`src/hdl/hds_pkg.sv`:
```
// Shared constants, types and helpers of the heat diffusion stencil core.
package hds_pkg;

  localparam int MAX_GRID = 512;
  localparam int CoordW   = $clog2(MAX_GRID);
  localparam int GridW    = CoordW + 1;
  localparam int BoundW   = CoordW + 2;
  localparam int ValW     = 16;
  localparam int SumW     = ValW + 2;
  localparam int HeatW    = 7;
  localparam int EnW      = 2;
  localparam int CfgIdxW  = 3;
  localparam int CfgDataW = 10;
  localparam int LineW    = 2 * ValW;
  localparam int QDEPTH   = 4;
  localparam int QPtrW    = $clog2(QDEPTH);
  localparam int QCntW    = $clog2(QDEPTH + 1);

  localparam logic [ValW-1:0] HOT_VALUE = ValW'(32768);
  localparam int              MIN_GRID  = 3;

  localparam logic [CfgDataW-1:0] GRID_SIZE_RST = CfgDataW'(400);
  localparam logic [HeatW-1:0]    HEAT_SIZE_RST = HeatW'(30);
  localparam logic [CoordW-1:0]   HEAT_A_RST    = CoordW'(100);
  localparam logic [CoordW-1:0]   HEAT_B_RST    = CoordW'(300);
  localparam logic [EnW-1:0]      HEAT_EN_RST   = EnW'(3);

  typedef enum logic [CfgIdxW-1:0] {
    REG_GRID_SIZE  = 3'd0,
    REG_HEAT_SIZE  = 3'd1,
    REG_HEAT_A_ROW = 3'd2,
    REG_HEAT_A_COL = 3'd3,
    REG_HEAT_B_ROW = 3'd4,
    REG_HEAT_B_COL = 3'd5,
    REG_HEAT_EN    = 3'd6
  } hds_reg_e;

  typedef struct packed {
    logic [ValW-1:0]   below;
    logic [ValW-1:0]   up;
    logic [ValW-1:0]   left;
    logic [ValW-1:0]   right;
    logic [CoordW-1:0] row;
    logic [CoordW-1:0] col;
    logic              edge_cell;
    logic              two;
    logic              last_col;
  } hds_work_t;

  typedef struct packed {
    logic [EnW-1:0]           en;
    logic signed [BoundW-1:0] a_row_lo;
    logic signed [BoundW-1:0] a_row_hi;
    logic signed [BoundW-1:0] a_col_lo;
    logic signed [BoundW-1:0] a_col_hi;
    logic signed [BoundW-1:0] b_row_lo;
    logic signed [BoundW-1:0] b_row_hi;
    logic signed [BoundW-1:0] b_col_lo;
    logic signed [BoundW-1:0] b_col_hi;
  } hds_heat_t;

  function automatic logic in_span(input logic [CoordW-1:0] pos,
                                   input logic signed [BoundW-1:0] lo,
                                   input logic signed [BoundW-1:0] hi);
    logic signed [BoundW-1:0] p;
    p = signed'({2'b00, pos});
    return (p >= lo) && (p < hi);
  endfunction

endpackage

```
`src/hdl/hds_queue.sv`:
```
// Short work queue between the front end and the back end.
module hds_queue (
  input  logic                      clk_i,
  input  logic                      rst_ni,
  input  logic                      push_i,
  input  hds_pkg::hds_work_t        data_i,
  input  logic                      pop_i,
  output logic                      head_vld_o,
  output hds_pkg::hds_work_t        head_o,
  output logic [hds_pkg::QCntW-1:0] count_o
);

  hds_pkg::hds_work_t         mem_q [hds_pkg::QDEPTH];
  logic [hds_pkg::QPtrW-1:0]  wr_ptr_q, rd_ptr_q;
  logic [hds_pkg::QCntW-1:0]  count_q, count_d;

  always_comb begin
    count_d = count_q;
    if (push_i && !pop_i) begin
      count_d = count_q + hds_pkg::QCntW'(1);
    end else if (pop_i && !push_i) begin
      count_d = count_q - hds_pkg::QCntW'(1);
    end
  end

  always_ff @(posedge clk_i or negedge rst_ni) begin
    if (!rst_ni) begin
      wr_ptr_q <= '0;
      rd_ptr_q <= '0;
      count_q  <= '0;
    end else begin
      if (push_i) begin
        wr_ptr_q <= wr_ptr_q + hds_pkg::QPtrW'(1);
      end
      if (pop_i) begin
        rd_ptr_q <= rd_ptr_q + hds_pkg::QPtrW'(1);
      end
      count_q <= count_d;
    end
  end

  always_ff @(posedge clk_i) begin
    if (push_i) begin
      mem_q[wr_ptr_q] <= data_i;
    end
  end

  assign head_vld_o = count_q != '0;
  assign head_o     = mem_q[rd_ptr_q];
  assign count_o    = count_q;

  a_no_underflow: assert property (@(posedge clk_i) disable iff (!rst_ni)
    pop_i |-> count_q != '0)
    else $error("pop from empty work queue");

endmodule

```
`config.mk`:
```
export PLATFORM = sky130hd
export DESIGN_NAME = hds_queue
export DESIGN_NICKNAME = d
export VERILOG_FILES = /design/src/hdl/hds_pkg.sv /design/src/hdl/hds_queue.sv
export SDC_FILE = /design/constraint.sdc
export NUM_CORES = 1
export LEC_CHECK = 0
export BUFFER_PORTS_ARGS = -buffer_cell sky130_fd_sc_hd__buf_2
export CAP_MARGIN = 20
export CORE_MARGIN = 3
export CORE_UTILIZATION = 30
export CTS_CLUSTER_DIAMETER = 40
export DETAILED_ROUTE_END_ITERATION = 8
export GPL_ROUTABILITY_DRIVEN = 0
export HOLD_SLACK_MARGIN = 0.03
export PLACE_DENSITY_LB_ADDON = 0.12
export SLEW_MARGIN = 20
export SYNTH_ARGS = -nofsm -noshare
export SYNTH_HDL_FRONTEND = slang
export SYNTH_SLANG_ARGS = --single-unit
```
`constraint.sdc`:
```
create_clock -name clk_i -period 3 [get_ports clk_i]
set_input_delay 0.3 -clock clk_i [delete_from_list [all_inputs] [get_ports clk_i]]
set_output_delay 0.3 -clock clk_i [all_outputs]
set_load 0.03 [all_outputs]
```
* After elaboration in Yosys (flattened, before gate mapping) *
Memory sizes are Yosys's and may differ from the RTL's.
Index checks and enable logic that the tools add are counted.

operators by class
  mux-type cells = 4
  reduce and logical (&&, ||, !) cells = 6
  $add $sub $neg = 4

operators by type and width
  cell                 number
  $mux 3               2
  $add 2x1->2 const B  2
  $add 3x1->3 const B  1
  $reduce_bool 3->1    1
  $sub 3x1->3 const B  1
  $logic_and 1x1->1    2
  $logic_not 1->1      2
  $mux 1               2
  $reduce_bool 2->1    1

word-level totals
  register bits after elaboration = 7
  output and inout bits = 89
  memories kept = 1
  input bits = 89
  memory bits (writable) = 340

memories
  name   depth  width  rd ports  clocked after Yosys merged registers in  write ports  line             RTL
  mem_q  4      85     1         0                                        1            hds_queue.sv:13  hds_pkg::hds_work_t mem_q [hds_pkg::QDEPTH];

* Longest topological paths before layout *
  depth after elaboration = 4
  gate-level depth with buffers = 7
  mapped depth without buffers = 7

* Worst setup path after synthesis *
No wires, ideal clock.

  path type = register to register
  from = register wr_ptr_q[0] (netlist bit)
  to = memory mem_q[2][0] (netlist bit), enable pin
  arrival time = 2.596 ns
  data required time = 2.547 ns
  cell stages (with the launch flop) = 4
  buffers on the path = 0
  path slack = -0.049 ns
  library setup time = 0.453 ns
  clock period less this slack = 3.049 ns
  cells stage by stage = dfrtp_1 > inv_1 > ha_1 > and2_1

RTL lines
  item                    line             RTL
  from (decl)             hds_queue.sv:14  logic [hds_pkg::QPtrW-1:0] wr_ptr_q, rd_ptr_q;
  from (signal assigned)  hds_queue.sv:33  wr_ptr_q <= wr_ptr_q + hds_pkg::QPtrW'(1);
  to (decl)               hds_queue.sv:13

No word-level cell before the write port.

==> run_results.csv <==
group,metric,value,unit
final_layout,layout_commonest_cell,"edfxtp_1",
status,status,"completed",
sta,setup_viol_count_final,0,
hold_path,holdCritPathClass,"in2async",
setup_path,cp-end-kind,"primary output",
setup_path,crit_path_start_kind,"flip-flop",
synth,ys_seq_area_share,81.9,%
sta,worst_pin_slew,526,ps
pwr,powerDensity,1060,nW/um2
clocking,cts_made_buffers,48,
setup_path,crit_required,2700,ps
setup_path,r2r_cells,4,
sta,hold_viol_final,0,
die,rows,74,
global_route,gr-total-overflow,0,
routing,met3_length,1620,um
final_layout,drive_gt1_share,43.0,%
routing,num_vias,6162,
synth,synth_fa_ha_area_share,0.652,%
synth,synth_xor_area_share,0.415,%
sta,relSlewSlack,65.0,%
clocking,clock-sinks,347,
global_route,grt_max_degree,46,
setup_path,cp_top_family,"multiplexers",
synth,yosys.area.top_type,"edfxtp_1",
routing,drt_wl_total,27000,um
clocking,cts-root-buf,"clkbuf_16",
setup_path,max_stage_delay,610,ps
pwr,power_leakage,5.79,nW
routing,drc,0,
synth,synthesis.nets,573,
synth,yosysWarnings,0,
clocking,clockBufferDepth,3,
setup_path,critical_path_class,"reg2out",
sta,drv_slew,0,
final_layout,final_cell_mix,"edfxtp_1 (340), buf_2 (177), dlygate4sd3_1 (88), mux4_2 (85), clkbuf_16 (50)",
synth,synth_simple_gate_area_share,0.336,%
routing,wl_met2,13200,um
routing,first_pass_iters,6,
die,die_x,212,um
clocking,path_clk_slew,50,ps
global_route,antenna_found_initial,1,
global_route,grt_pass1_wl,41500,um
clocking,cts_tree,"done",
die,die-height,212,um
setup_path,crit_buf_inv,2,
die,ios,178,
sta,period_share,83.2,%
die,initial_utilization,30.7,%
synth,ys_ff_latch,347,
setup_path,cp_max_fo,45,
routing,routedWlPerCell,19.8,um
sta,finalSetupTns,0,ps
synth,synth_top_family_by_area,"multiplexers",
clocking,clk_latency,560,ps
setup_path,arrival,2200,ps
final_layout,area_growth_syn_to_layout,32.3,%
routing,met1_length,11500,um
clocking,cts_setup_buffers,0,
synth,synth_cell_types,20,
routing,drt-initial-drc-count,342,
placement,dp_hpwl,16300,um
routing,drtAntennaViolNets,0,
synth,synthCells,478,
routing,viasPerCell,4.53,
routing,top_layer,"met4",
synth,yosysTopAreaCellShare,80.6,%
setup_path,path_cells,"buf_12 -> mux4_2 -> buf_2",
sta,period_minus_slack,2500,ps
job,drv_cap,0,
sta,rsz0062_at_grt,"no",
clocking,h-tree-depth,2,
sta,max_freq,0.401,GHz
final_layout,nets,883,
setup_path,cp.depth,3,
synth,syn_area_per_cell,26.5,um2
global_route,groute.usage.overall,12.4,%
setup_path,slowest_stage,"mux4_2",
pwr,peakVddDrop,504,uV
synth,synth_compound_area_share,0.0395,%
synth,synthTopCellsByArea,"edfxtp_1 (81%), mux4_2 (15%), dfrtp_1 (1.4%)",
synth,synth_mux_area_share,15.2,%
placement,io_buffers,177,
sta,fin_skew,11.3,ps
final_layout,final_core_util,40.6,%
die,die_area,44700,um2
synth,synth_area,12700,um2
die,core_region_area,41300,um2
global_route,grt_pass1_vias,6976,
## registers in the layout (all words and copies together), names as in the netlist
| name | count |
|---|---|
| rd_ptr_q | 2 |
| mem_q | 340 |
| wr_ptr_q | 2 |
| count_o | 3 |
## cell type report
type                            instances  area, um2
Sequential cell                       347      10400
Clock buffer                           58       1280
Antenna cell                            1       2.50
Timing Repair Buffer                  280       1990
Tap cell                              532        666
Inverter                                4       15.0
Multi-Input combinational cell        107       2120
Fill cell                            3684      24500
Clock inverter                         31        303
## through the flow
step	power [mW]	hold slack, ps	worst slack (ps)	cells	instance area [um2]
global route	18.6	124	377	1360	16800
floorplan	10.7	4.41	35.7	478	12700
global placement	12.4	147	1030	1182	14300
finish	17.7	118	504	1360	16800
CTS	18.1	71.8	418	1359	16800
detailed placement	12.5	154	1030	1182	14300
## synth_stat cells
cell type  number
and2_1          4
fa_1            1
mux2_2          1
nand2_1         2
buf_2           9
buf_12          3
buf_6           1
edfxtp_1      340
buf_4           3
xnor2_1         2
buf_8           1
nor2_1          1
o21ai_0         1
ha_1            5
xor2_1          4
inv_1           4
clkbuf_1        3
dfrtp_1         7
mux4_2         85
or3_1           1
## worst paths after layout
check	to	slack [ps]	start
max in group asynchronous	rd_ptr_q[1]	2690	rst_ni
max	head_o[44]	500	rd_ptr_q[0]
min in group clk_i	count_o[2]	490	count_o[2]
min reg2reg	count_o[2]	490	count_o[2]
min	wr_ptr_q[0]	120	rst_ni
max reg2reg	mem_q[2][32]	1140	wr_ptr_q[0]
## cells by family after synthesis
| kind of cell | Yosys count |
|---|---|
| AO/OA/AOI/OAI | 1 |
| adder cells (fa/ha/maj) | 6 |
| multiplexers | 86 |
| buffers and inverters | 24 |
| AND/OR/NAND/NOR | 8 |
| XOR/XNOR | 6 |
| flip-flops | 347 |
## repair_timing
item,in CTS,in global routing
hold buffers,88,0
gates resized for setup,0,0
hold endpoints to repair,350,0
## layer usage
| metal | GRT usage (%) | vias up |
|---|---|---|
| met5 | 0 | - |
| met4 | 4.60 | 0 |
| met3 | 3.32 | 53 |
| met2 | 20.2 | 188 |
| met1 | 15.9 | 3227 |
| li1 | - | 2694 |
## worst reg2reg max path: stages (launching register included)
cell and delay (ps):
dfrtp_1 420, inv_1 100, ha_1 150, and2_4 480, buf_4 390
## report_power, final
part	internal [mW]	switching, mW
logic	2.08	3.55
registers	6.35	0.296
clock network	3.41	2.02
(Power assumes the default switching activity.)
