### src/hdl/hds_pkg.sv
// Shared constants, types and helpers of the heat diffusion stencil core.
package hds_pkg;

  localparam int MAX_GRID = 512;
  localparam int CoordW   = $clog2(MAX_GRID);
  localparam int GridW    = CoordW + 1;
  localparam int BoundW   = CoordW + 2;
  localparam int ValW     = 16;
  localparam int SumW     = ValW + 2;
  localparam int HeatW    = 7;
  localparam int EnW      = 2;
  localparam int CfgIdxW  = 3;
  localparam int CfgDataW = 10;
  localparam int LineW    = 2 * ValW;
  localparam int QDEPTH   = 4;
  localparam int QPtrW    = $clog2(QDEPTH);
  localparam int QCntW    = $clog2(QDEPTH + 1);

  localparam logic [ValW-1:0] HOT_VALUE = ValW'(32768);
  localparam int              MIN_GRID  = 3;

  localparam logic [CfgDataW-1:0] GRID_SIZE_RST = CfgDataW'(400);
  localparam logic [HeatW-1:0]    HEAT_SIZE_RST = HeatW'(30);
  localparam logic [CoordW-1:0]   HEAT_A_RST    = CoordW'(100);
  localparam logic [CoordW-1:0]   HEAT_B_RST    = CoordW'(300);
  localparam logic [EnW-1:0]      HEAT_EN_RST   = EnW'(3);

  typedef enum logic [CfgIdxW-1:0] {
    REG_GRID_SIZE  = 3'd0,
    REG_HEAT_SIZE  = 3'd1,
    REG_HEAT_A_ROW = 3'd2,
    REG_HEAT_A_COL = 3'd3,
    REG_HEAT_B_ROW = 3'd4,
    REG_HEAT_B_COL = 3'd5,
    REG_HEAT_EN    = 3'd6
  } hds_reg_e;

  typedef struct packed {
    logic [ValW-1:0]   below;
    logic [ValW-1:0]   up;
    logic [ValW-1:0]   left;
    logic [ValW-1:0]   right;
    logic [CoordW-1:0] row;
    logic [CoordW-1:0] col;
    logic              edge_cell;
    logic              two;
    logic              last_col;
  } hds_work_t;

  typedef struct packed {
    logic [EnW-1:0]           en;
    logic signed [BoundW-1:0] a_row_lo;
    logic signed [BoundW-1:0] a_row_hi;
    logic signed [BoundW-1:0] a_col_lo;
    logic signed [BoundW-1:0] a_col_hi;
    logic signed [BoundW-1:0] b_row_lo;
    logic signed [BoundW-1:0] b_row_hi;
    logic signed [BoundW-1:0] b_col_lo;
    logic signed [BoundW-1:0] b_col_hi;
  } hds_heat_t;

  function automatic logic in_span(input logic [CoordW-1:0] pos,
                                   input logic signed [BoundW-1:0] lo,
                                   input logic signed [BoundW-1:0] hi);
    logic signed [BoundW-1:0] p;
    p = signed'({2'b00, pos});
    return (p >= lo) && (p < hi);
  endfunction

endpackage

### src/hdl/hds_back.sv
// Back end: stencil average, heater and edge override, result word register.
module hds_back (
  input  logic                       clk_i,
  input  logic                       rst_ni,
  input  logic                       head_vld_i,
  input  hds_pkg::hds_work_t         head_i,
  output logic                       q_pop_o,
  input  hds_pkg::hds_heat_t         heat_i,
  output logic                       empty,
  input  logic                       pop,
  output logic [hds_pkg::ValW-1:0]   new_value_o,
  output logic [hds_pkg::CoordW-1:0] out_row_o,
  output logic [hds_pkg::CoordW-1:0] out_col_o,
  output logic                       frame_last_o,
  output logic                       run_last_o
);

  logic                       phase_q;
  logic                       out_vld_q;
  logic [hds_pkg::ValW-1:0]   new_value_q;
  logic [hds_pkg::CoordW-1:0] out_row_q, out_col_q;
  logic                       frame_last_q, run_last_q;
  logic [hds_pkg::CoordW-1:0] row_sel;
  logic [hds_pkg::SumW-1:0]   sum;
  logic [hds_pkg::ValW-1:0]   val;
  logic                       heat_a, heat_b, heated, last_word, load;

  assign row_sel = phase_q ? head_i.row + hds_pkg::CoordW'(1) : head_i.row;
  assign sum = hds_pkg::SumW'(head_i.up) + hds_pkg::SumW'(head_i.below)
             + hds_pkg::SumW'(head_i.left) + hds_pkg::SumW'(head_i.right);

  assign heat_a = heat_i.en[0]
               && hds_pkg::in_span(row_sel, heat_i.a_row_lo, heat_i.a_row_hi)
               && hds_pkg::in_span(head_i.col, heat_i.a_col_lo, heat_i.a_col_hi);
  assign heat_b = heat_i.en[1]
               && hds_pkg::in_span(row_sel, heat_i.b_row_lo, heat_i.b_row_hi)
               && hds_pkg::in_span(head_i.col, heat_i.b_col_lo, heat_i.b_col_hi);
  assign heated = heat_a || heat_b;

  always_comb begin
    priority if (heated) begin
      val = hds_pkg::HOT_VALUE;
    end else if (phase_q || head_i.edge_cell) begin
      val = '0;
    end else begin
      val = sum[hds_pkg::SumW-1:2];
    end
  end

  assign last_word = phase_q || !head_i.two;
  assign load      = head_vld_i && (!out_vld_q || pop);
  assign q_pop_o   = load && last_word;

  always_ff @(posedge clk_i or negedge rst_ni) begin
    if (!rst_ni) begin
      phase_q   <= 1'b0;
      out_vld_q <= 1'b0;
    end else begin
      if (load) begin
        phase_q <= !last_word;
      end
      out_vld_q <= load || (out_vld_q && !pop);
    end
  end

  always_ff @(posedge clk_i) begin
    if (load) begin
      new_value_q  <= val;
      out_row_q    <= row_sel;
      out_col_q    <= head_i.col;
      frame_last_q <= phase_q && head_i.last_col;
      run_last_q   <= last_word;
    end
  end

  assign empty        = !out_vld_q;
  assign new_value_o  = new_value_q;
  assign out_row_o    = out_row_q;
  assign out_col_o    = out_col_q;
  assign frame_last_o = frame_last_q;
  assign run_last_o   = run_last_q;

  a_phase_has_work: assert property (@(posedge clk_i) disable iff (!rst_ni)
    phase_q |-> head_vld_i && head_i.two)
    else $error("second word pending without a last-row work word");

  a_frame_last_ends_run: assert property (@(posedge clk_i) disable iff (!rst_ni)
    out_vld_q && frame_last_q |-> run_last_q)
    else $error("frame end word not flagged as last of its run");

endmodule

### config.mk
export PLATFORM = sky130hd
export DESIGN_NAME = hds_back
export DESIGN_NICKNAME = d
export VERILOG_FILES = /design/src/hdl/hds_pkg.sv /design/src/hdl/hds_back.sv
export SDC_FILE = /design/constraint.sdc
export NUM_CORES = 1
export LEC_CHECK = 0
export BUFFER_PORTS_ARGS = -buffer_cell sky130_fd_sc_hd__buf_2
export CORE_MARGIN = 3
export CORE_UTILIZATION = 52
export DETAILED_ROUTE_END_ITERATION = 16
export PLACE_DENSITY = 0.87
export SYNTH_ARGS = -nofsm -noshare
export SYNTH_HDL_FRONTEND = slang
export SYNTH_SLANG_ARGS = --single-unit
### constraint.sdc
create_clock -name clk_i -period 7.8 [get_ports clk_i]
set_input_delay 1.56 -clock clk_i [delete_from_list [all_inputs] [get_ports clk_i]]
set_output_delay 1.56 -clock clk_i [all_outputs]
set_load 0.05 [all_outputs]
Word-level counts from Yosys, hierarchy flattened
Cells that the tools add are included.
{"block": "word_totals", "register_bits": 38, "output_inout_bits": 38}
{"block": "classes", "add_sub_neg": 4, "order_cmp": 8, "muxes": 2, "reduce_logical": 22}
{"operator": "10-bit by 11-bit greater-or-equal comparator with 1-bit output", "n": 4}
{"operator": "10-bit by 11-bit < comparator with 1-bit output", "n": 4}
{"operator": "17-bit by 16-bit adder with 18-bit output", "n": 1}
{"operator": "18-bit by 16-bit adder with 18-bit output", "n": 1}
{"operator": "16-bit by 16-bit adder with 17-bit output", "n": 1}
{"operator": "16-bit two-way mux", "n": 1}
{"operator": "1-bit logical AND", "n": 12}
{"operator": "9-bit by 1-bit adder with 9-bit output, second input constant", "n": 1}
{"operator": "9-bit two-way mux", "n": 1}
{"operator": "1-bit logical OR", "n": 5}
{"operator": "1-bit zero test", "n": 4}
{"operator": "2-bit OR reduction", "n": 1}

Depth between registers and ports, before layout
{"block": "logic_depth", "word_depth": 8, "mapped_depth": 13}

Least setup slack after synthesis
No wires, ideal clock.
{"block": "synth_timing", "kind": "input to register", "start": "in head_i[22] (netlist name)", "end": "reg new_value_q, in the netlist new_value_o[13], data pin", "t_arrival_ps": 4222, "t_required_ps": 7618, "setup_slack_ps": 3397, "stages": 11, "path_buffers": 0, "cell_sequence": "inv_1 fa_1 fa_1 nor3b_1 fa_1 a21o_1 a31oi_2 o211ai_1 and2_4 mux2_2 nor4b_1"}
{"block": "synth_via", "elab_chain_cells": 1}
{"item": "start, declared", "line_no": "hds_back.sv:6", "text": "input hds_pkg::hds_work_t head_i,"}
{"item": "18-bit by 16-bit adder with 18-bit output", "line_no": "hds_back.sv:30", "text": "+ hds_pkg::SumW'(head_i.left) + hds_pkg::SumW'(head_i.right);"}
{"item": "end signal, assigned", "line_no": "hds_back.sv:68", "text": "new_value_q <= val;"}
{"item": "end, declared", "line_no": "hds_back.sv:20", "text": "logic [hds_pkg::ValW-1:0] new_value_q;"}
No other way between the ends.
A chain may end at the register's enable or synchronous reset.

Final worst setup path
{"block": "layout_timing", "start": "in head_i[23] (netlist name)", "end": "reg new_value_q, in the netlist new_value_o[12], data pin"}
The elaborated chain is that of the path after synthesis.

==> impl_metrics.ini <==
[setup_path]
end_kind = flop
criticalPathCategory = input pin to flop
critical_path.max_fanout = 4
arrival_ns = 4.44
crit_required_ns = 7.82
start_kind = input pin

[sta]
max_freq_mhz = 226.0
hold_ws_ns = 0.5540
setup_violations = 0
tightestPinTransition_ns = 0.7184
drv_slew = 0
tns_ns = 0
relSlewSlack_pct = 52.11
post-route-min-period_ns = 4.425
rsz0062_at_grt = no
fin_skew_ns = 0.005340
hold_viol_final = 0
min_period_over_period_pct = 56.73

[synthesis]
synth_top_family_by_area = adder cells
synthSimpleGateAreaFrac_pct = 13.67
synth_cell_types = 53
synth_compound_area_share_pct = 14.91
syn-instance-count = 490
yosys.area_share.adder_pct = 36.18
ys_seq_elements = 38
synth_xor_area_share_pct = 3.345
avgSynthCellArea_um2 = 9.542
async_flop_share_pct = 5.263
synth-edff-count = 36
ys_seq_area_share_pct = 24.19
syn_area_mm2 = 0.004676
yosys_warnings = 0
ys.flop_type = edfxtp_1
synth_nets = 785
synthMuxAreaShare_pct = 0.4817

[clock_network]
clock_sinks = 38
clk_pin_slew_ns = 0.08
clock_latency_ns = 0.29
ctsResizeCount = 0
cts_hold_buf = 0
cts-buffers-inserted = 5
cts_setup_buffers = 0
cts_tree = yes
htree_levels = 2
ctsLongestPathBuffers = 2
clock-root-buffer = clkbuf_8

[grt]
grt_usage_pct = 24.54
antenna_found_initial = 2
grt_pass1_wl_um = 19870
grt_max_degree = 37
grt-ovfl-total = 0
grt_pass1_vias = 4600

[finish]
final_cell_mix = 216 x buf_2, 84 x ha_1, 81 x inv_1, 36 x edfxtp_1, 35 x a21oi_1
layout.nets = 1003
multiInputGateArea_mm2 = 0.003207
area_delta_synth_final_pct = 27.51
drive_above_1_share_pct = 33.15
regArea_mm2 = 0.001131
final_common_cell = buf_2
final_util_pct = 70.44
fillerInstances = 663
final_area_mm2 = 0.005962

[detailed_routing]
via_count = 4480
routed_wl_um = 12800
drtAntennaViolNets = 0
drtIter0Drc = 98
viasPerCell = 5.490
dr.pass1.iters = 5
avgRoutedWirePerCell_um = 15.69
drc = 0

[placed_design]
io_buffers = 216
dpl-instance-area_mm2 = 0.005862
gp_congestion = 0.9310
dp_hpwl_um = 11150

[pwr]
power_density_mw_per_mm2 = 167.1
leakagePower_uw = 0.003110
ir_drop_uv = 123.0

[flow_run]
cap_violations = 0

[floorplanning]
dieArea_mm2 = 0.01017
ios = 217
die_x_um = 100.8
coreArea_mm2 = 0.008464
initial_core_util_pct = 55.24
row_count = 33
die_h_um = 100.8

[min_path]
hold_class = flop to flop

[status]
outcome = complete, no violations
-- worst max-delay path, stage by stage --
cell and delay [ns]:
buf_2 0.11, fa_1 0.55, fa_1 0.47, ha_1 0.33, and4bb_2 0.24, o21a_1 0.21, o211ai_1 0.34, o21ai_0 0.24
nor3b_1 0.31, nor4_1 0.08
-- area by class of cell --
class / count / share of cell area [%]
well taps: 105 / 2.204
inverters: 81 / 5.100
clock buffers: 6 / 1.385
flip-flops and latches: 38 / 18.97
multi-input cells: 365 / 53.79
repair buffers: 217 / 18.26
diodes: 2 / 0.08395
clock inverters: 2 / 0.2099
-- worst paths after layout --
path                            start         endpoint  slack [ns]  cells after the start
setup / recovery           head_i[23]  new_value_o[12]        3.37                     10
hold / removal              out_vld_q        out_vld_q        0.55                      2
setup reg to reg              phase_q   new_value_o[9]        4.36                     10
hold reg to reg             out_vld_q        out_vld_q        0.55                      2
max in group asynchronous      rst_ni        out_vld_q        6.67                      1
min in group asynchronous      rst_ni          phase_q        1.04                      1
-- routing by layer --
metal | share of wire [%] | global-route usage (%) | up-vias | wire [µm]
met5 | 0 | 0 | - | 0
met4 | 3.8 | 10.98 | 0 | 483
met3 | 6.7 | 3.806 | 38 | 852
met2 | 53 | 46.28 | 180 | 6737
met1 | 37 | 26.69 | 2087 | 4730
li1 | - | - | 2175 | -
-- power breakdown --
group / switching (µW) / total, µW / internal, µW
registers: 7.94 / 262 / 254
clock network: 76.2 / 147 / 71.2
logic: 345 / 587 / 242
-- cells in the mapped netlist, drive strengths merged (5+ instances only) --
library cell  instances  share of area (%)
a211oi                5               0.80
a21o                  9                1.5
a21oi                35                3.7
edfxtp               36                 23
fa                   32                 14
ha                   84                 22
inv                  81                6.5
nand2                30                2.4
nand2b                6               0.80
nand3                10                1.1
nand4                11                1.5
nor2                 24                1.9
nor3                 16                1.7
nor4                  5               0.67
o211ai                6               0.96
o21a                  8                1.3
o21ai                19                2.0
xnor2                13                2.6
-- kinds of logic (layout without fill, tap and decap cells) --
logic type | Yosys count | in the layout
adders and majority gates | 116 | 116
muxes | 2 | 2
xor gates and xnor gates | 17 | 17
DFF | 38 | 38
other | 0 | 2
and+or+nand+nor | 124 | 124
buffers and inverters | 87 | 306
AOI/OAI and AO/OA | 106 | 106
-- flip-flops by register name, indices dropped and copies added (netlist names) --
signal	count
new_value_o	16
out_row_o	9
out_vld_q	1
out_col_o	9
frame_last_o	1
run_last_o	1
phase_q	1
-- stage by stage --
step	cells	setup slack, ns	total power [µW]
final	816	3.375	996.1
after global routing	816	3.185	1080
after CTS	814	3.407	999.6
after detailed placement	806	3.094	848.9
after global placement	806	3.178	822.9
after floorplan	490	3.397	693.2
Note: power is estimated with default switching activity, not from simulation.
